[config.mk]
export PLATFORM = sky130hd
export DESIGN_NAME = crc16_frame_deframer
export DESIGN_NICKNAME = d
export VERILOG_FILES = /design/src/design/crcfd_pkg.sv /design/src/design/crcfd_window.sv /design/src/design/crcfd_crc.sv /design/src/design/crc16_frame_deframer.sv
export SDC_FILE = /design/constraint.sdc
export NUM_CORES = 1
export LEC_CHECK = 0
export BUFFER_PORTS_ARGS = -buffer_cell sky130_fd_sc_hd__buf_2
export CAP_MARGIN = 20
export CELL_PAD_IN_SITES_DETAIL_PLACEMENT = 1
export CELL_PAD_IN_SITES_GLOBAL_PLACEMENT = 1
export CORE_ASPECT_RATIO = 1.4
export CORE_MARGIN = 5
export CORE_UTILIZATION = 35
export CTS_BUF_LIST = sky130_fd_sc_hd__clkbuf_4
export DETAILED_ROUTE_END_ITERATION = 10
export PLACE_DENSITY = 0.63
export SLEW_MARGIN = 40
export SYNTH_ARGS = -nofsm -noshare
export SYNTH_HDL_FRONTEND = slang
export SYNTH_SLANG_ARGS = --single-unit
[constraint.sdc]
create_clock -name clk_i -period 4.7 [get_ports clk_i]
set_input_delay 0.705 -clock clk_i [delete_from_list [all_inputs] [get_ports clk_i]]
set_output_delay 0.705 -clock clk_i [all_outputs]
set_load 0.02 [all_outputs]
[src/design/crcfd_pkg.sv]
// ----------------------------------------------------------------------------
// crcfd_pkg
// Shared constants, types and the byte-wide CRC step for the frame deframer.
// ----------------------------------------------------------------------------
package crcfd_pkg;

  // frame geometry
  localparam int MAX_DATA = 8;
  localparam int HDR_TRL  = 7;                    // head, type, len x2, crc x2, tail
  localparam int WINDOW   = MAX_DATA + HDR_TRL;
  localparam int IDX_W    = $clog2(WINDOW);
  localparam int FILL_W   = $clog2(WINDOW + 1);
  localparam int DLEN_W   = 4;
  localparam int PAY_W    = 64;

  // crc constants
  localparam logic [15:0] CRC_INIT = 16'hFFFF;
  localparam logic [15:0] CRC_POLY = 16'hA001;

  // configuration register indices
  localparam logic CFG_HEAD = 1'b0;
  localparam logic CFG_TAIL = 1'b1;

  // result status codes
  localparam logic [1:0] STS_GOOD = 2'd0;
  localparam logic [1:0] STS_LEN  = 2'd1;
  localparam logic [1:0] STS_CRC  = 2'd2;
  localparam logic [1:0] STS_TAIL = 2'd3;

  // window control from the sequencer
  typedef struct packed {
    logic push;
    logic pop;
  } win_ctrl_t;

  // crc unit control
  typedef struct packed {
    logic init;
    logic step;
  } crc_ctrl_t;

  // one result item
  typedef struct packed {
    logic [1:0]        status;
    logic [7:0]        frame_type;
    logic [DLEN_W-1:0] data_len;
    logic [PAY_W-1:0]  payload;
  } result_t;

  // reflected crc-16 over one byte, lsb first
  function automatic logic [15:0] crc_byte(input logic [15:0] crc, input logic [7:0] b);
    logic [15:0] c;
    c = crc ^ {8'h00, b};
    for (int i = 0; i < 8; i++) begin
      if (c[0]) begin
        c = (c >> 1) ^ CRC_POLY;
      end else begin
        c = c >> 1;
      end
    end
    return c;
  endfunction

endpackage

[src/design/crcfd_window.sv]
// ----------------------------------------------------------------------------
// crcfd_window
// Byte window: appends at the fill level, drops the front byte by shifting,
// one indexed read port plus the whole window for fixed-position reads.
// ----------------------------------------------------------------------------
module crcfd_window (
  input  logic                                clk_i,
  input  logic                                rst_ni,
  input  crcfd_pkg::win_ctrl_t                ctrl_i,
  input  logic [7:0]                          wr_byte_i,
  input  logic [crcfd_pkg::IDX_W-1:0]         rd_idx_i,
  output logic [7:0]                          rd_byte_o,
  output logic [crcfd_pkg::FILL_W-1:0]        fill_o,
  output logic [crcfd_pkg::WINDOW*8-1:0]      bytes_o
);
  import crcfd_pkg::*;

  logic [7:0]        mem_q [WINDOW];
  logic [FILL_W-1:0] fill_q, fill_d;
  logic              can_push;

  assign can_push = (fill_q < FILL_W'(WINDOW));

  // byte storage: append or shift down by one
  always_ff @(posedge clk_i) begin
    if (ctrl_i.push && can_push) begin
      mem_q[fill_q[IDX_W-1:0]] <= wr_byte_i;
    end else if (ctrl_i.pop) begin
      for (int j = 0; j < WINDOW - 1; j++) begin
        mem_q[j] <= mem_q[j+1];
      end
    end
  end

  // fill level
  always_comb begin
    fill_d = fill_q;
    if (ctrl_i.push && can_push) begin
      fill_d = fill_q + FILL_W'(1);
    end else if (ctrl_i.pop && (fill_q != '0)) begin
      fill_d = fill_q - FILL_W'(1);
    end
  end

  always_ff @(posedge clk_i or negedge rst_ni) begin
    if (!rst_ni) begin
      fill_q <= '0;
    end else begin
      fill_q <= fill_d;
    end
  end

  // read side
  assign rd_byte_o = mem_q[rd_idx_i];
  assign fill_o    = fill_q;

  for (genvar g = 0; g < WINDOW; g++) begin : g_bytes
    assign bytes_o[8*g +: 8] = mem_q[g];
  end

endmodule

[src/design/crcfd_crc.sv]
// ----------------------------------------------------------------------------
// crcfd_crc
// Crc-16 unit: folds one payload byte per stepped cycle into a running value.
// ----------------------------------------------------------------------------
module crcfd_crc (
  input  logic                 clk_i,
  input  logic                 rst_ni,
  input  crcfd_pkg::crc_ctrl_t ctrl_i,
  input  logic [7:0]           byte_i,
  output logic [15:0]          crc_o
);
  import crcfd_pkg::*;

  logic [15:0] crc_q, crc_d;

  // seed or advance the running crc
  always_comb begin
    crc_d = crc_q;
    if (ctrl_i.init) begin
      crc_d = CRC_INIT;
    end else if (ctrl_i.step) begin
      crc_d = crc_byte(crc_q, byte_i);
    end
  end

  always_ff @(posedge clk_i or negedge rst_ni) begin
    if (!rst_ni) begin
      crc_q <= CRC_INIT;
    end else begin
      crc_q <= crc_d;
    end
  end

  assign crc_o = crc_q;

endmodule

[src/design/crc16_frame_deframer.sv]
// ----------------------------------------------------------------------------
// crc16_frame_deframer
// Flow: a byte that completes no decision passes through S_SCAN and S_FIN
// before the next transfer; one dropped while hunting is taken without leaving
// S_IDLE. A frame check does one crc step per payload byte through the crc
// unit, then checks both crc bytes and the tail; a good frame is then dropped
// from the window byte by byte in S_DROP. Result stalls can hold the sequencer.
// Reset empties the window, restores head 0xAA and tail 0x55.
// ----------------------------------------------------------------------------
module crc16_frame_deframer (
  input  logic                          clk_i,
  input  logic                          rst_ni,
  // configuration
  input  logic                          cfg_we_i,
  input  logic                          cfg_idx_i,
  input  logic [7:0]                    cfg_wdata_i,
  // byte input
  input  logic                          rx_valid_i,
  output logic                          rx_ready_o,
  input  logic [7:0]                    rx_byte_i,
  // results
  output logic                          res_valid_o,
  input  logic                          res_ready_i,
  output logic [1:0]                    status_o,
  output logic [7:0]                    frame_type_o,
  output logic [crcfd_pkg::DLEN_W-1:0]  data_len_o,
  output logic [crcfd_pkg::PAY_W-1:0]   payload_o,
  output logic                          last_o
);
  import crcfd_pkg::*;

  // sequencer states
  localparam logic [2:0] S_IDLE = 3'd0;
  localparam logic [2:0] S_SCAN = 3'd1;
  localparam logic [2:0] S_CRC  = 3'd2;
  localparam logic [2:0] S_CKH  = 3'd3;
  localparam logic [2:0] S_CKL  = 3'd4;
  localparam logic [2:0] S_CKT  = 3'd5;
  localparam logic [2:0] S_DROP = 3'd6;
  localparam logic [2:0] S_FIN  = 3'd7;

  logic [2:0]           state_q, state_d;
  logic [7:0]           head_q, tail_q;
  logic [IDX_W-1:0]     rd_q, rd_d;
  logic [FILL_W-1:0]    drop_q, drop_d;
  logic                 hi_ok_q, hi_ok_d;
  logic                 crc_ok_q, crc_ok_d;

  logic                 pend_v_q, pend_v_d;
  result_t              pend_q, pend_d;
  logic                 out_v_q, out_v_d;
  result_t              out_q, out_d;
  logic                 out_last_q, out_last_d;

  win_ctrl_t            win_ctrl;
  crc_ctrl_t            crc_ctrl;
  logic [7:0]           rd_byte;
  logic [FILL_W-1:0]    fill;
  logic [WINDOW*8-1:0]  win;
  logic [15:0]          crc;

  logic                 rx_xfer;
  logic [15:0]          len16;
  logic                 len_bad;
  logic [DLEN_W-1:0]    len;
  logic [4:0]           total;
  logic [IDX_W-1:0]     crc_end;
  logic [PAY_W-1:0]     pay;
  logic                 out_free;
  logic                 can_emit;
  logic                 emit;
  result_t              new_res;

  // configuration registers
  always_ff @(posedge clk_i or negedge rst_ni) begin
    if (!rst_ni) begin
      head_q <= 8'hAA;
      tail_q <= 8'h55;
    end else if (cfg_we_i) begin
      case (cfg_idx_i)
        CFG_HEAD: head_q <= cfg_wdata_i;
        CFG_TAIL: tail_q <= cfg_wdata_i;
        default:  ;
      endcase
    end
  end

  crcfd_window u_window (
    .clk_i     (clk_i),
    .rst_ni    (rst_ni),
    .ctrl_i    (win_ctrl),
    .wr_byte_i (rx_byte_i),
    .rd_idx_i  (rd_q),
    .rd_byte_o (rd_byte),
    .fill_o    (fill),
    .bytes_o   (win)
  );

  crcfd_crc u_crc (
    .clk_i  (clk_i),
    .rst_ni (rst_ni),
    .ctrl_i (crc_ctrl),
    .byte_i (rd_byte),
    .crc_o  (crc)
  );

  // header fields at fixed window positions
  assign len16   = {win[8*2 +: 8], win[8*3 +: 8]};
  assign len_bad = (len16 > 16'(MAX_DATA));
  assign len     = len16[DLEN_W-1:0];
  assign total   = 5'(HDR_TRL) + 5'(len);
  assign crc_end = IDX_W'(4) + IDX_W'(len);

  // payload bytes, unused lanes zero
  always_comb begin
    pay = '0;
    for (int i = 0; i < MAX_DATA; i++) begin
      if (DLEN_W'(i) < len) begin
        pay[8*i +: 8] = win[8*(4+i) +: 8];
      end
    end
  end

  assign rx_ready_o = (state_q == S_IDLE);
  assign rx_xfer    = rx_valid_i && rx_ready_o;
  assign out_free   = !out_v_q || res_ready_i;
  assign can_emit   = !pend_v_q || out_free;

  // sequencer
  always_comb begin
    state_d       = state_q;
    rd_d          = rd_q;
    drop_d        = drop_q;
    hi_ok_d       = hi_ok_q;
    crc_ok_d      = crc_ok_q;
    win_ctrl      = '0;
    crc_ctrl      = '0;
    emit          = 1'b0;
    new_res       = '0;

    case (state_q)
      S_IDLE: begin
        if (rx_xfer && ((fill != '0) || (rx_byte_i == head_q))) begin
          win_ctrl.push = 1'b1;
          state_d       = S_SCAN;
        end
      end
      S_SCAN: begin
        if ((fill != '0) && (win[7:0] != head_q)) begin
          win_ctrl.pop = 1'b1;
        end else if (fill < FILL_W'(HDR_TRL)) begin
          state_d = S_FIN;
        end else if (len_bad) begin
          if (can_emit) begin
            emit           = 1'b1;
            new_res.status = STS_LEN;
            win_ctrl.pop   = 1'b1;
          end
        end else if (5'(fill) < total) begin
          state_d = S_FIN;
        end else begin
          crc_ctrl.init = 1'b1;
          rd_d          = IDX_W'(4);
          state_d       = S_CRC;
        end
      end
      S_CRC: begin
        if (rd_q == crc_end) begin
          state_d = S_CKH;
        end else begin
          crc_ctrl.step = 1'b1;
          rd_d          = rd_q + IDX_W'(1);
        end
      end
      S_CKH: begin
        hi_ok_d = (rd_byte == crc[15:8]);
        rd_d    = rd_q + IDX_W'(1);
        state_d = S_CKL;
      end
      S_CKL: begin
        crc_ok_d = hi_ok_q && (rd_byte == crc[7:0]);
        rd_d     = rd_q + IDX_W'(1);
        state_d  = S_CKT;
      end
      S_CKT: begin
        if (can_emit) begin
          emit               = 1'b1;
          new_res.frame_type = win[8*1 +: 8];
          if (!crc_ok_q) begin
            new_res.status = STS_CRC;
            win_ctrl.pop   = 1'b1;
            state_d        = S_SCAN;
          end else if (rd_byte != tail_q) begin
            new_res.status = STS_TAIL;
            win_ctrl.pop   = 1'b1;
            state_d        = S_SCAN;
          end else begin
            new_res.status   = STS_GOOD;
            new_res.data_len = len;
            new_res.payload  = pay;
            drop_d           = FILL_W'(total);
            state_d          = S_DROP;
          end
        end
      end
      S_DROP: begin
        win_ctrl.pop = 1'b1;
        drop_d       = drop_q - FILL_W'(1);
        if (drop_q == FILL_W'(1)) begin
          state_d = S_SCAN;
        end
      end
      S_FIN: begin
        if (!pend_v_q || out_free) begin
          state_d = S_IDLE;
        end
      end
      default: begin
        state_d = S_IDLE;
      end
    endcase
  end

  // pending result and output register: the held result learns its last
  // flag once the next result or the end of the byte is known
  always_comb begin
    pend_v_d   = pend_v_q;
    pend_d     = pend_q;
    out_v_d    = out_v_q && !res_ready_i;
    out_d      = out_q;
    out_last_d = out_last_q;
    if (emit) begin
      if (pend_v_q) begin
        out_v_d    = 1'b1;
        out_d      = pend_q;
        out_last_d = 1'b0;
      end
      pend_v_d = 1'b1;
      pend_d   = new_res;
    end else if ((state_q == S_FIN) && pend_v_q && out_free) begin
      out_v_d    = 1'b1;
      out_d      = pend_q;
      out_last_d = 1'b1;
      pend_v_d   = 1'b0;
    end
  end

  // control registers
  always_ff @(posedge clk_i or negedge rst_ni) begin
    if (!rst_ni) begin
      state_q  <= S_IDLE;
      rd_q     <= '0;
      drop_q   <= '0;
      hi_ok_q  <= 1'b0;
      crc_ok_q <= 1'b0;
      pend_v_q <= 1'b0;
      out_v_q  <= 1'b0;
    end else begin
      state_q  <= state_d;
      rd_q     <= rd_d;
      drop_q   <= drop_d;
      hi_ok_q  <= hi_ok_d;
      crc_ok_q <= crc_ok_d;
      pend_v_q <= pend_v_d;
      out_v_q  <= out_v_d;
    end
  end

  // result payload registers
  always_ff @(posedge clk_i) begin
    pend_q     <= pend_d;
    out_q      <= out_d;
    out_last_q <= out_last_d;
  end

  assign res_valid_o  = out_v_q;
  assign status_o     = out_q.status;
  assign frame_type_o = out_q.frame_type;
  assign data_len_o   = out_q.data_len;
  assign payload_o    = out_q.payload;
  assign last_o       = out_last_q;

endmodule
=== After elaboration in Yosys (flattened, before gate mapping) ===
Memory sizes are Yosys's and may differ from the RTL's.
Index checks and enable logic that the tools add are counted.

* Muxes and demuxes: 104
* Bitwise operators: 21
* Reduce and logical (&&, ||, !) cells: 40
* Equality and inequality tests: 28
* Magnitude comparators: 12
* Add/subtract/negate cells: 6

{| class="wikitable"
|+ Operator list
! cell !! number
|-
| $mux W16 || 24
|-
| $mux W78 || 4
|-
| $mux W68 || 2
|-
| $mux W8 || 9
|-
| $mux W4 || 11
|-
| $reduce_or A5 Y1 || 8
|-
| $mux W1 || 35
|-
| $mux W3 || 11
|-
| $eq A8 B8 Y1 || 3
|-
| $ne A2 B2 Y1 const B || 12
|-
| $not A2 Y3 || 8
|-
| $pmux W3 S8 || 1
|-
| $gt A16 B4 Y1 const B || 1
|-
| $lt A3 B4 Y1 const A || 4
|-
| $ne A8 B8 Y1 || 2
|-
| $xor A16 B8 Y16 || 1
|-
| $eq A3 B3 Y1 const B || 4
|-
| $not A1 Y1 || 12
|-
| $pmux W4 S3 || 1
|-
| $logic_and A1 B1 Y1 || 9
|-
| $add A4 B1 Y4 const B || 2
|-
| $lt A1 B4 Y1 const A || 2
|-
| $lt A2 B4 Y1 const A || 2
|-
| $pmux W4 S2 || 1
|-
| other kinds (29) || 42
|}

* Register bits after elaboration: 208
* Memories kept: 1
* Bits of input ports: 22
* Logic and storage cells: 239
* Output and inout port bits: 81
* RAM bits: 120

{| class="wikitable"
|+ Memories
! memory !! words !! width !! rd ports !! clocked after Yosys merged registers in !! write ports !! RTL line !! RTL
|-
| u_window.mem_q || 15 || 8 || 16 || 0 || 14 || crcfd_window.sv:18 || <nowiki>logic [7:0] mem_q [WINDOW];</nowiki>
|}

=== Longest topological paths before layout ===
Gate-level depths: netlist of run 1.
An unclocked memory read counts as a cell.

* Depth in word-level cells: 37
* Mapped depth: 13
* Depth with buffers taken out: 12

=== Cells and area by module ===
From an unflattened synthesis of run 1, not the netlist that was laid out.

* Cell total of the unflattened synthesis: 1012
* Area, all modules: 14975.6 sq um

{| class="wikitable"
|+ By module, submodules not included
! module !! area each (sq um) !! times used !! cells an instance !! seq. area each (sq um)
|-
| crc16_frame_deframer || 7644.8 || 1 || 491 || 5500.3
|-
| crcfd_window || 6434.9 || 1 || 434 || 3943.8
|-
| crcfd_crc || 895.9 || 1 || 87 || 420.4
|}

=== Least setup slack after synthesis of run 1 ===
OpenSTA, ideal clock, no wires.

* Path kind: reg-to-reg
* Start: memory u_window.mem_q[3][3]
* End: register out_q (netlist bit data_len_o[0]), enable pin
* Setup slack: 918 ps
* Data arrival time: 3339 ps
* Library setup time: 443 ps
* Cell stages (with the launch flop): 7
* Required time: 4257 ps
* Period minus slack after synthesis: 3782 ps
* Buffers on the path: 1
* Cell sequence: edfxtp_1 clkbuf_1 inv_1 o2111ai_1 o211ai_1 nor3_1 o21a_1

{| class="wikitable"
|+ RTL lines
! what !! RTL line !! RTL
|-
| start: declaration || crcfd_window.sv:18 ||
|-
| end signal: assignment || crc16_frame_deframer.sv:272 || <nowiki>out_q <= out_d;</nowiki>
|-
| end: declaration || crc16_frame_deframer.sv:52 || <nowiki>result_t out_q, out_d;</nowiki>
|}

=== Final worst setup path of run 1 ===
* Start: register rd_q[0]
* End: register u_crc.crc_q[0] (netlist: u_crc.crc_o[0])

* Longest elaborated chain between the ends: 27
* Elaborated cells on any way between the ends: 37
* Those cells by class: eq/ne (1); mux (26); bitwise (8); reduce/logical (1); memory (1)

{| class="wikitable"
|+ RTL lines
! what !! RTL line !! RTL
|-
| start: declaration || crc16_frame_deframer.sv:44 || <nowiki>logic [IDX_W-1:0] rd_q, rd_d;</nowiki>
|-
| start signal: assignment || crc16_frame_deframer.sv:260 || <nowiki>rd_q <= rd_d;</nowiki>
|-
| $mem_v2 Z15 W8 || - ||
|-
| $xor A16 B8 Y16 || crcfd_pkg.sv:53 || <nowiki>c = crc ^ {8'h00, b};</nowiki>
|-
| $mux W16 / $not A2 Y3 (equally long branches) || - ||
|-
| $mux W16 (on tied branches) || crcfd_crc.sv:21, crcfd_pkg.sv:55 ||
|-
| $mux W16 (on tied branches) || crcfd_crc.sv:19, crcfd_crc.sv:21 ||
|-
| $mux W16, or another cell as far along || crcfd_pkg.sv:55 || <nowiki>if (c[0]) begin</nowiki>
|-
| $mux W16 (on tied branches) || crcfd_crc.sv:21, crcfd_pkg.sv:55 ||
|-
| $mux W16 (on tied branches) || crcfd_crc.sv:19, crcfd_crc.sv:21 ||
|-
| [... 11 more ...] || - ||
|-
| $mux W16 (on tied branches) || crcfd_crc.sv:19, crcfd_crc.sv:21 ||
|-
| $not A2 Y3 (no source line) / $mux W16 (equally long branches) || - ||
|-
| $mux W16 || crcfd_pkg.sv:55 ||
|-
| $mux W16 || crcfd_crc.sv:21 || <nowiki>end else if (ctrl_i.step) begin</nowiki>
|-
| $mux W16 || crcfd_crc.sv:19 || <nowiki>if (ctrl_i.init) begin</nowiki>
|-
| $mux W16 || crcfd_pkg.sv:55 ||
|-
| $mux W16 || crcfd_crc.sv:21 ||
|-
| $mux W16 || crcfd_crc.sv:19 ||
|-
| end signal: assignment || crcfd_crc.sv:30 || <nowiki>crc_q <= crc_d;</nowiki>
|-
| end: declaration || crcfd_crc.sv:14 || <nowiki>logic [15:0] crc_q, crc_d;</nowiki>
|}

Parallel ways exist; a longest one is shown, timed or not. The select of a mux whose other input is x is not followed.
A chain may end at the register's enable or synchronous reset.

==> results of run 1 <==
## power by group
part           internal, mW  switching (mW)
Clock                  1.27            1.14
Combinational          2.69            3.39
Sequential             5.01            1.02
Total                  8.97            5.55
## worst max-delay path, stage by stage (launching register included)
cell and delay, ns:
sky130_fd_sc_hd__dfrtp_1 0.45, sky130_fd_sc_hd__buf_12 0.23, sky130_fd_sc_hd__mux4_2 0.53, sky130_fd_sc_hd__a22oi_2 0.33
sky130_fd_sc_hd__nand2_1 0.22, sky130_fd_sc_hd__xor2_1 0.33, sky130_fd_sc_hd__inv_1 0.08, sky130_fd_sc_hd__ha_1 0.31
sky130_fd_sc_hd__xor3_1 0.46, sky130_fd_sc_hd__xnor3_2 0.42, sky130_fd_sc_hd__xnor3_1 0.38, sky130_fd_sc_hd__xor2_1 0.16
sky130_fd_sc_hd__o22a_1 0.15
## registers in the layout, indices dropped and copies added (netlist names)
signal	count
status_o	2
payload_o	64
tail_q	8
u_window.mem_q	128
last_o	1
frame_type_o	8
drop_q	4
head_q	8
data_len_o	4
rd_q	4
res_valid_o	1
u_window.fill_o	4
pend_q	78
crc_ok_q	1
u_crc.crc_o	16
pend_v_q	1
hi_ok_q	1
state_q	3
## metal layers
metal  track usage [%]  part of all wire [%]  routed length, µm
met5                 0                     0                  0
met4              8.24                   3.8               1530
met3              4.02                   6.6               2660
met2              30.5                    52              20800
met1              20.2                    38              15100
## layout make-up
| class | count | area, µm² | share of cell area, % |
|---|---|---|---|
| diodes | 2 | 5.00 | 0.0290 |
| clock buffers | 119 | 893 | 5.18 |
| clock inverters | 25 | 148 | 0.856 |
| inverters | 30 | 113 | 0.653 |
| multi-input cells | 576 | 4640 | 26.9 |
| flip-flops and latches | 336 | 9870 | 57.2 |
| well taps | 546 | 683 | 3.96 |
| repair buffers | 147 | 901 | 5.22 |
## metrics by stage
| stage | power (mW) | hold WS, ns | cells | instance area (µm²) | utilization, % |
|---|---|---|---|---|---|
| floorplan | 10.0 | 0.400 | 992 | 14900 | - |
| global placement | 12.0 | 0.404 | 1634 | 16200 | 38.5 |
| detailed placement | 12.2 | 0.406 | 1634 | 16200 | 38.5 |
| CTS | 14.7 | 0.0849 | 1779 | 17200 | 41.0 |
| global route | 15.4 | 0.121 | 1780 | 17200 | 41.0 |
| finish | 14.5 | 0.171 | 1781 | 17300 | 41.0 |
## worst max path at each step
stage                                   start                         end
2_1_floorplan  u_window.mem_q[3][3]$_DFFE_PP_     data_len_o[0]$_DFFE_PP_
3_3_place_gp              rd_q[1]$_DFFE_PN0P_  u_crc.crc_o[0]$_DFFE_PN1P_
4_1_cts                   rd_q[1]$_DFFE_PN0P_  u_crc.crc_o[0]$_DFFE_PN1P_
6_report                  rd_q[0]$_DFFE_PN0P_  u_crc.crc_o[0]$_DFFE_PN1P_
5_1_grt                   rd_q[0]$_DFFE_PN0P_  u_crc.crc_o[0]$_DFFE_PN1P_
3_5_place_dp              rd_q[1]$_DFFE_PN0P_  u_crc.crc_o[0]$_DFFE_PN1P_
## what timing repair did
action,in CTS,in global routing
hold buffers,1,0
endpoints found under the hold margin,5,0
setup endpoints to repair,0,0
## layout by cell type, fill, tap and decap left out, types with 4 or more instances in the layout
| cell | netlist | final |
|---|---|---|
| sky130_fd_sc_hd__a21o_1 | 114 | 114 |
| sky130_fd_sc_hd__a22oi_1 | 10 | 10 |
| sky130_fd_sc_hd__dfrtp_1 | 27 | 26 |
| sky130_fd_sc_hd__dfstp_2 | 24 | 24 |
| sky130_fd_sc_hd__o22a_1 | 16 | 16 |
| sky130_fd_sc_hd__a22oi_2 | 6 | 6 |
| sky130_fd_sc_hd__nor4_1 | 8 | 8 |
| sky130_fd_sc_hd__nand3_1 | 5 | 5 |
| sky130_fd_sc_hd__xor2_1 | 22 | 22 |
| sky130_fd_sc_hd__o21a_1 | 5 | 4 |
| sky130_fd_sc_hd__nor2b_1 | 7 | 6 |
| sky130_fd_sc_hd__o21ai_0 | 20 | 20 |
| sky130_fd_sc_hd__buf_12 | 0 | 4 |
| sky130_fd_sc_hd__a31oi_1 | 4 | 4 |
| sky130_fd_sc_hd__a21oi_2 | 4 | 4 |
| sky130_fd_sc_hd__nor3_1 | 8 | 8 |
| sky130_fd_sc_hd__and3_1 | 27 | 27 |
| sky130_fd_sc_hd__nand2_1 | 34 | 34 |
| sky130_fd_sc_hd__mux2_2 | 17 | 17 |
| sky130_fd_sc_hd__inv_1 | 30 | 29 |
| sky130_fd_sc_hd__nor2_1 | 37 | 37 |
| sky130_fd_sc_hd__clkinv_1 | 0 | 22 |
| sky130_fd_sc_hd__mux4_2 | 32 | 32 |
| sky130_fd_sc_hd__ha_1 | 16 | 16 |
| sky130_fd_sc_hd__xnor2_1 | 28 | 28 |
| sky130_fd_sc_hd__nor2_4 | 5 | 5 |
| sky130_fd_sc_hd__buf_2 | 22 | 102 |
| sky130_fd_sc_hd__nand4_1 | 10 | 10 |
| sky130_fd_sc_hd__and2_1 | 63 | 63 |
| sky130_fd_sc_hd__o211ai_1 | 4 | 4 |
| sky130_fd_sc_hd__edfxtp_1 | 285 | 285 |
| sky130_fd_sc_hd__conb_1 | 1 | 8 |
| sky130_fd_sc_hd__buf_4 | 7 | 40 |
| sky130_fd_sc_hd__a21oi_1 | 18 | 18 |
| sky130_fd_sc_hd__clkbuf_4 | 0 | 119 |
## kinds of logic (layout without fill, tap and decap cells)
family,count (synthesis),in the layout,share of synthesized area [%]
AOI/OAI and AO/OA,225,225,11.4
xor gates and xnor gates,53,53,3.42
buffers and inverters,80,321,2.64
DFF,336,336,66.4
and+or+nand+nor,221,221,8.29
other,1,10,0.0252
adders and majority gates,17,17,1.48
muxes,52,52,6.34
==> results.rst, run 1 <==
.. list-table::
   :header-rows: 1

   * - Metric
     - Value
   * - Outcome
     - complete, no violations
   * - Routability congestion estimate
     - between 0.8 and 0.9
   * - Share of the synthesized area in the top cell type
     - 57.6%
   * - Synth Register Bits
     - roughly 340
   * - Mapped Avg Cell Area
     - 15.1 µm²
   * - Wire length of the first global-routing pass
     - about 60 mm
   * - Post-DP HPWL
     - 29.8 mm
   * - Worst r2r path cells
     - 12
   * - Number of hold-slack violations in the final timing report
     - 0
   * - Total I/O pin count
     - 103
   * - WL final
     - 40.1 mm
   * - Top cell type by total area after synthesis
     - sky130_fd_sc_hd__edfxtp_1
   * - Endpoint of the most critical register-to-register path
     - u_crc.crc_o[0]$_DFFE_PN1P_
   * - Fraction of registers with async set or reset after synthesis
     - between 10% and 20%
   * - Setup bufs post-CTS
     - 0
   * - Total count of max-transition violations in the final report
     - 0
   * - Total gr overflow
     - 0
   * - Final min period
     - a little over 4 ns
   * - Worst Slack Setup Final
     - 0.559 ns
   * - Number of H-tree levels
     - 3
   * - Count of fill cells added during filler insertion
     - approximately 4,400
   * - Worst reg2reg startpoint
     - rd_q[0]$_DFFE_PN0P_
   * - CP required
     - between 5 and 6 ns
   * - Maximum root-to-sink buffer count
     - 3
   * - Cell with the most instances after synthesis
     - sky130_fd_sc_hd__edfxtp_1
   * - Overall die width
     - approximately 180 µm
   * - Fin Setup TNS
     - 0 ns
   * - Fraction of the yosys area taken by sequential cells
     - around 66%
   * - Number of gates resized after CTS
     - 0
   * - Power Density
     - 842 mW/mm²
   * - Die H
     - between 200 and 300 µm
   * - Initial DRT Pass Iterations
     - 5
   * - Static leakage power
     - 7.06 nW
   * - Worst vdd rail ir drop
     - between 0.001 and 0.0015 V
   * - Largest net degree at the start of global routing
     - 60
   * - Number of nets with antenna violations after routing
     - 0
   * - Setup WS pre-CTS
     - a little over 0.4 ns
   * - Inserted Clock Buffers
     - 80
   * - Placement row count
     - 89
   * - Clock transition at the register clock pins on the worst setup and hold paths after CTS
     - 0.06 ns
   * - Startpoint type of the worst setup path
     - register
   * - Final Cycle Share
     - 88.1%
   * - Total global-route track usage
     - between 10% and 20%
   * - Synth Instances
     - slightly below 1,000
   * - Detail-routed via count per cell
     - slightly above 5
   * - Layout Area Growth over Synthesis
     - 16.1%
   * - Max-capacitance violation count
     - 0
   * - Number of DRC markers in iteration 0
     - 772
   * - Number of port buffers
     - 102
   * - Flip-flop cell with the highest count after synthesis
     - sky130_fd_sc_hd__edfxtp_1
   * - Arrival @ worst endpoint
     - approximately 4.9 ns
   * - Ranking of synthesized cells by instance count
     - sky130_fd_sc_hd__edfxtp_1 (285), sky130_fd_sc_hd__a21o_1 (114), sky130_fd_sc_hd__and2_1 (63)
   * - Hold Crit Class
     - input port to register
   * - Post-Synthesis Cell Area
     - approximately 0.015 mm²
   * - Sort of element at the end of the critical path
     - register
   * - Maximum frequency from static timing analysis
     - between 200 and 250 MHz
   * - Initial core utilization
     - 35.3%
   * - Num Clock Sinks
     - approximately 340
   * - Main area contributors after synthesis
     - sky130_fd_sc_hd__edfxtp_1 (58%), sky130_fd_sc_hd__a21o_1 (5.8%), sky130_fd_sc_hd__mux4_2 (4.8%)
   * - Vias in the first global route
     - about 9,900
   * - Layout cells sized above 1
     - between 20% and 30%
   * - Worst min-delay path endpoint
     - tail_q[3]$_DFFE_PN0P_
   * - Hold Crit Start
     - cfg_wdata_i[3]
   * - R2R setup slack
     - approximately 0.56 ns
   * - Count of flip-flops with a built-in enable after synthesis
     - around 290
   * - WHS Path Cells
     - 2
   * - Average wire per cell in the routed design
     - 22.5 µm
   * - RSZ-0062 raised after global routing
     - no
   * - Buffer cell driving the clock tree root
     - sky130_fd_sc_hd__clkbuf_4
   * - Worst slew pin tran
     - ~0.74 ns
   * - Total DRC errors in the routed layout
     - 0
   * - Nets
     - approximately 1,200
   * - Number of distinct library cell variants in the gate-level netlist after synthesis
     - 64
   * - Antenna violations before repair
     - 1
   * - Area inside the core boundary
     - 0.0421 mm²
   * - Max Clock Skew
     - approximately 0.06 ns
   * - Setup Viol. Count Final
     - 0
   * - Worst slew margin
     - about half
   * - Maximum fanout along the worst path
     - 21
   * - Insertion delay to the later sink of the worst-skew pair
     - 0.81 ns
   * - Worst Path Class, Setup
     - register to register
   * - Die Footprint
     - 0.0467 mm²
   * - TritonCTS clock tree
     - yes
   * - Yosys warnings
     - 0
   * - Overall via count from detail_route
     - between 9,000 and 10,000
(Power assumes the default switching activity.)
==> run 2: changes to the inputs <==
PLACE_DENSITY = 0.59   (was 0.63)
==> run 2 against run 1 <==
Clock power grew 8.7%. First-iteration DRC count fell by 19%. Via count barely moved. Die area unchanged. Cell count up 0.95%. Largest cell class unchanged. Largest power group unchanged.
==> results.rst, run 2 (same netlist as run 1, synthesis figures left out) <==
.. list-table::
   :header-rows: 1

   * - Metric
     - Value
   * - Final min period
     - 4.32 ns (+0.175 ns)
   * - Largest net degree at the start of global routing
     - 52 (-13%)
   * - Met3 demand-to-capacity share in global routing
     - 3.47% (-0.56 points)
   * - Initial core utilization
     - 35.3% (unchanged)
   * - Overall die width
     - 184 µm (unchanged)
   * - Critical Path Max Stage Delay
     - 0.76 ns (+0.23 ns)
   * - Buffer cell driving the clock tree root
     - sky130_fd_sc_hd__clkbuf_4
   * - Routability congestion estimate
     - 0.826 (-3.7%)
   * - Cell occurring most often along the worst timing path
     - sky130_fd_sc_hd__buf_4
   * - Register cell area after layout
     - 0.00987 mm² (unchanged)
   * - Number of hold-slack violations in the final timing report
     - 0 (unchanged)
   * - Number of port buffers
     - 102 (unchanged)
   * - Average wire per cell in the routed design
     - 22.0 µm (-2.1%)
   * - Area of combinational cells with multiple inputs
     - 0.00464 mm² (about the same)
   * - Detail-routed via count per cell
     - 5.13 (-0.87%)
   * - # hold bufs at CTS
     - 0 (-1)
   * - GR Layer Usage met1
     - 20.8% (+0.57 points)
   * - Hold Crit Class
     - input port to asynchronous set/reset pin
   * - Maximum frequency from static timing analysis
     - 232 MHz (-4.1%)
   * - Total I/O pin count
     - 103 (unchanged)
   * - Number of gates resized after CTS
     - 0 (unchanged)
   * - WL final
     - 39.6 mm (-1.1%)
   * - Die Footprint
     - 0.0467 mm² (unchanged)
   * - Maximum fanout along the worst path
     - 11 (-48%)
   * - Total DRC errors in the routed layout
     - 0 (unchanged)
   * - Max Clock Skew
     - 0.0477 ns (-0.0108 ns)
   * - Wire length of the first global-routing pass
     - 60.2 mm (-1.1%)
   * - Sort of element at the end of the critical path
     - register
   * - Die H
     - 254 µm (unchanged)
   * - Placed cell area
     - 0.0162 mm² (+0.12%)
   * - CP required
     - 5.20 ns (-0.23 ns)
   * - Number of H-tree levels
     - 3 (unchanged)
   * - Number of flip-flops in the largest register
     - 128 (unchanged)
   * - Commonest non-fill, non-tap cell in the layout
     - sky130_fd_sc_hd__edfxtp_1
   * - Worst Slack Setup Final
     - 0.384 ns (-0.175 ns)
   * - Nets
     - 1,221 (+0.91%)
   * - Startpoint type of the worst setup path
     - register
   * - R2R setup slack
     - 0.38 ns (-0.18 ns)
   * - Slowest cell on crit path
     - sky130_fd_sc_hd__dfrtp_1
   * - Final Cycle Share
     - 91.8% (+3.7 points)
   * - Post-route non-filler standard cell count
     - 1,798 (+0.95%)
   * - Num Clock Sinks
     - 336 (unchanged)
   * - TritonCTS clock tree
     - yes
   * - Setup Viol. Count Final
     - 0 (unchanged)
   * - Setup WS pre-CTS
     - 0.435 ns (+0.0317 ns)
   * - Worst Path Class, Setup
     - register to register
   * - Max-capacitance violation count
     - 0 (unchanged)
   * - Initial DRT Pass Iterations
     - 5 (unchanged)
   * - Inserted Clock Buffers
     - 85 (+6.3%)
   * - Layout Area Growth over Synthesis
     - 16.9%
   * - Commonest cells after routing, fill and taps aside
     - sky130_fd_sc_hd__edfxtp_1 (285), sky130_fd_sc_hd__clkbuf_4 (131), sky130_fd_sc_hd__a21o_1 (114)
   * - Worst slew margin
     - 46.7% (-3.7 points)
   * - CP cell instances
     - buf_4 -> mux4_2 -> a22oi_1 -> a21oi_1 -> nor4_1 -> and4_1 -> and2_1 -> o21a_1 -> o21ai_0 -> buf_4
   * - Busiest grt layer
     - met2
   * - Placement row count
     - 89 (unchanged)
   * - Layout cells sized above 1
     - 31.2% (+1.4 points)
   * - Post-DP HPWL
     - 29.7 mm (-0.21%)
   * - RSZ-0062 raised after global routing
     - no
   * - Total count of max-transition violations in the final report
     - 0 (unchanged)
   * - Worst vdd rail ir drop
     - 0.00101 V (-9.9%)
   * - Worst slew pin tran
     - 0.797 ns (+0.0552 ns)
   * - Total gr overflow
     - 0 (unchanged)
   * - Post-route cell area
     - 0.0174 mm² (+0.72%)
   * - Clock transition at the register clock pins on the worst setup and hold paths after CTS
     - 0.08 ns (+0.02 ns)
   * - Overall via count from detail_route
     - 9,229 (+0.076%)
   * - Met2 track demand over resource in global routing
     - 30.2% (-0.22 points)
   * - Antenna violations before repair
     - 1 (unchanged)
   * - Total global-route track usage
     - 17.2% (-0.28 points)
   * - Maximum root-to-sink buffer count
     - 3 (unchanged)
   * - Arrival @ worst endpoint
     - 4.82 ns (-0.05 ns)
   * - Setup bufs post-CTS
     - 0 (unchanged)
   * - Number of DRC markers in iteration 0
     - 625 (-19%)
   * - Count of fill cells added during filler insertion
     - 4,371 (-0.27%)
   * - Inst Count DP
     - 1,641 (+0.43%)
   * - Vias in the first global route
     - 9,751 (-2.0%)
   * - Fin Setup TNS
     - 0 ns (unchanged)
   * - Power Density
     - 843 mW/mm² (+0.19%)
   * - Biggest register
     - u_window.mem_q
   * - Number of nets with antenna violations after routing
     - 0 (unchanged)
   * - Area inside the core boundary
     - 0.0421 mm² (unchanged)
   * - Insertion delay to the later sink of the worst-skew pair
     - 0.77 ns (-0.04 ns)
   * - Static leakage power
     - 7.15 nW (+1.3%)
   * - Outcome
     - complete, no violations
[run 2: cell types whose count changed in the layout (fill, tap and decap cells not counted), sizes merged]
| cell | change |
|---|---|
| clkbuf | +12 |
| buf | +7 |
| bufinv | +1 |
| clkinv | -1 |
| diode | -1 |
| dlygate4sd3 | -1 |
[run 2: layer usage]
metal / wire length (µm) / part of all wire [%]
met1: 15900 / 40
met4: 1050 / 2.6
met2: 20800 / 53
met3: 1810 / 4.6
met5: 0 / 0
[run 2: where the power goes]
group	internal, mW	leakage, nW	switching, mW
sequential	5.01	3.34	0.957
clock	1.43	0.687	1.19
combinational	2.68	3.12	3.38
[run 2: final cells by class]
cell class / instances / share of cell area (%)
tap: 546 / 3.93
timing repair buffer: 153 / 5.21
clock buffer: 131 / 5.66
clock inverter: 25 / 1.02
multi-input combinational: 576 / 26.7
inverter: 30 / 0.648
antenna: 1 / 0.0144
sequential: 336 / 56.8
[run 2: path summary, 6_finish.rpt]
path                                                  endpoint  depth (start not counted)                startpoint
worst max-delay path            u_window.mem_q[1][2]$_DFFE_PP_                         10       rd_q[0]$_DFFE_PN0P_
worst min-delay path                       rd_q[3]$_DFFE_PN0P_                          2                    rst_ni
worst max register to register  u_window.mem_q[1][2]$_DFFE_PP_                         10       rd_q[0]$_DFFE_PN0P_
worst min register to register         data_len_o[3]$_DFFE_PP_                          0  pend_q[67]$_SDFFCE_PP0P_
max in group asynchronous                  rd_q[3]$_DFFE_PN0P_                          2                    rst_ni
min in group clk_i                       tail_q[7]$_DFFE_PN0P_                          2            cfg_wdata_i[7]
[run 2: critical path: cells and delay by family, from the launching register on]
| kind | cells | cell delay, ns |
|---|---|---|
| multiplexers | 1 | 0.54 |
| buffers and inverters | 2 | 0.56 |
| AO/OA/AOI/OAI | 4 | 1.20 |
| AND/OR/NAND/NOR | 3 | 0.99 |
| flip-flops | 1 | 0.76 |
[run 2: per-stage QoR]
stage / hold slack, ns / utilization [%] / power, mW
2_1_floorplan: 0.400 / - / 10.0
3_3_place_gp: 0.404 / 38.5 / 12.0
3_5_place_dp: 0.407 / 38.5 / 12.1
4_1_cts: 0.000423 / 41.3 / 14.8
5_1_grt: 0.0875 / 41.3 / 15.5
6_report: 0.0753 / 41.3 / 14.7
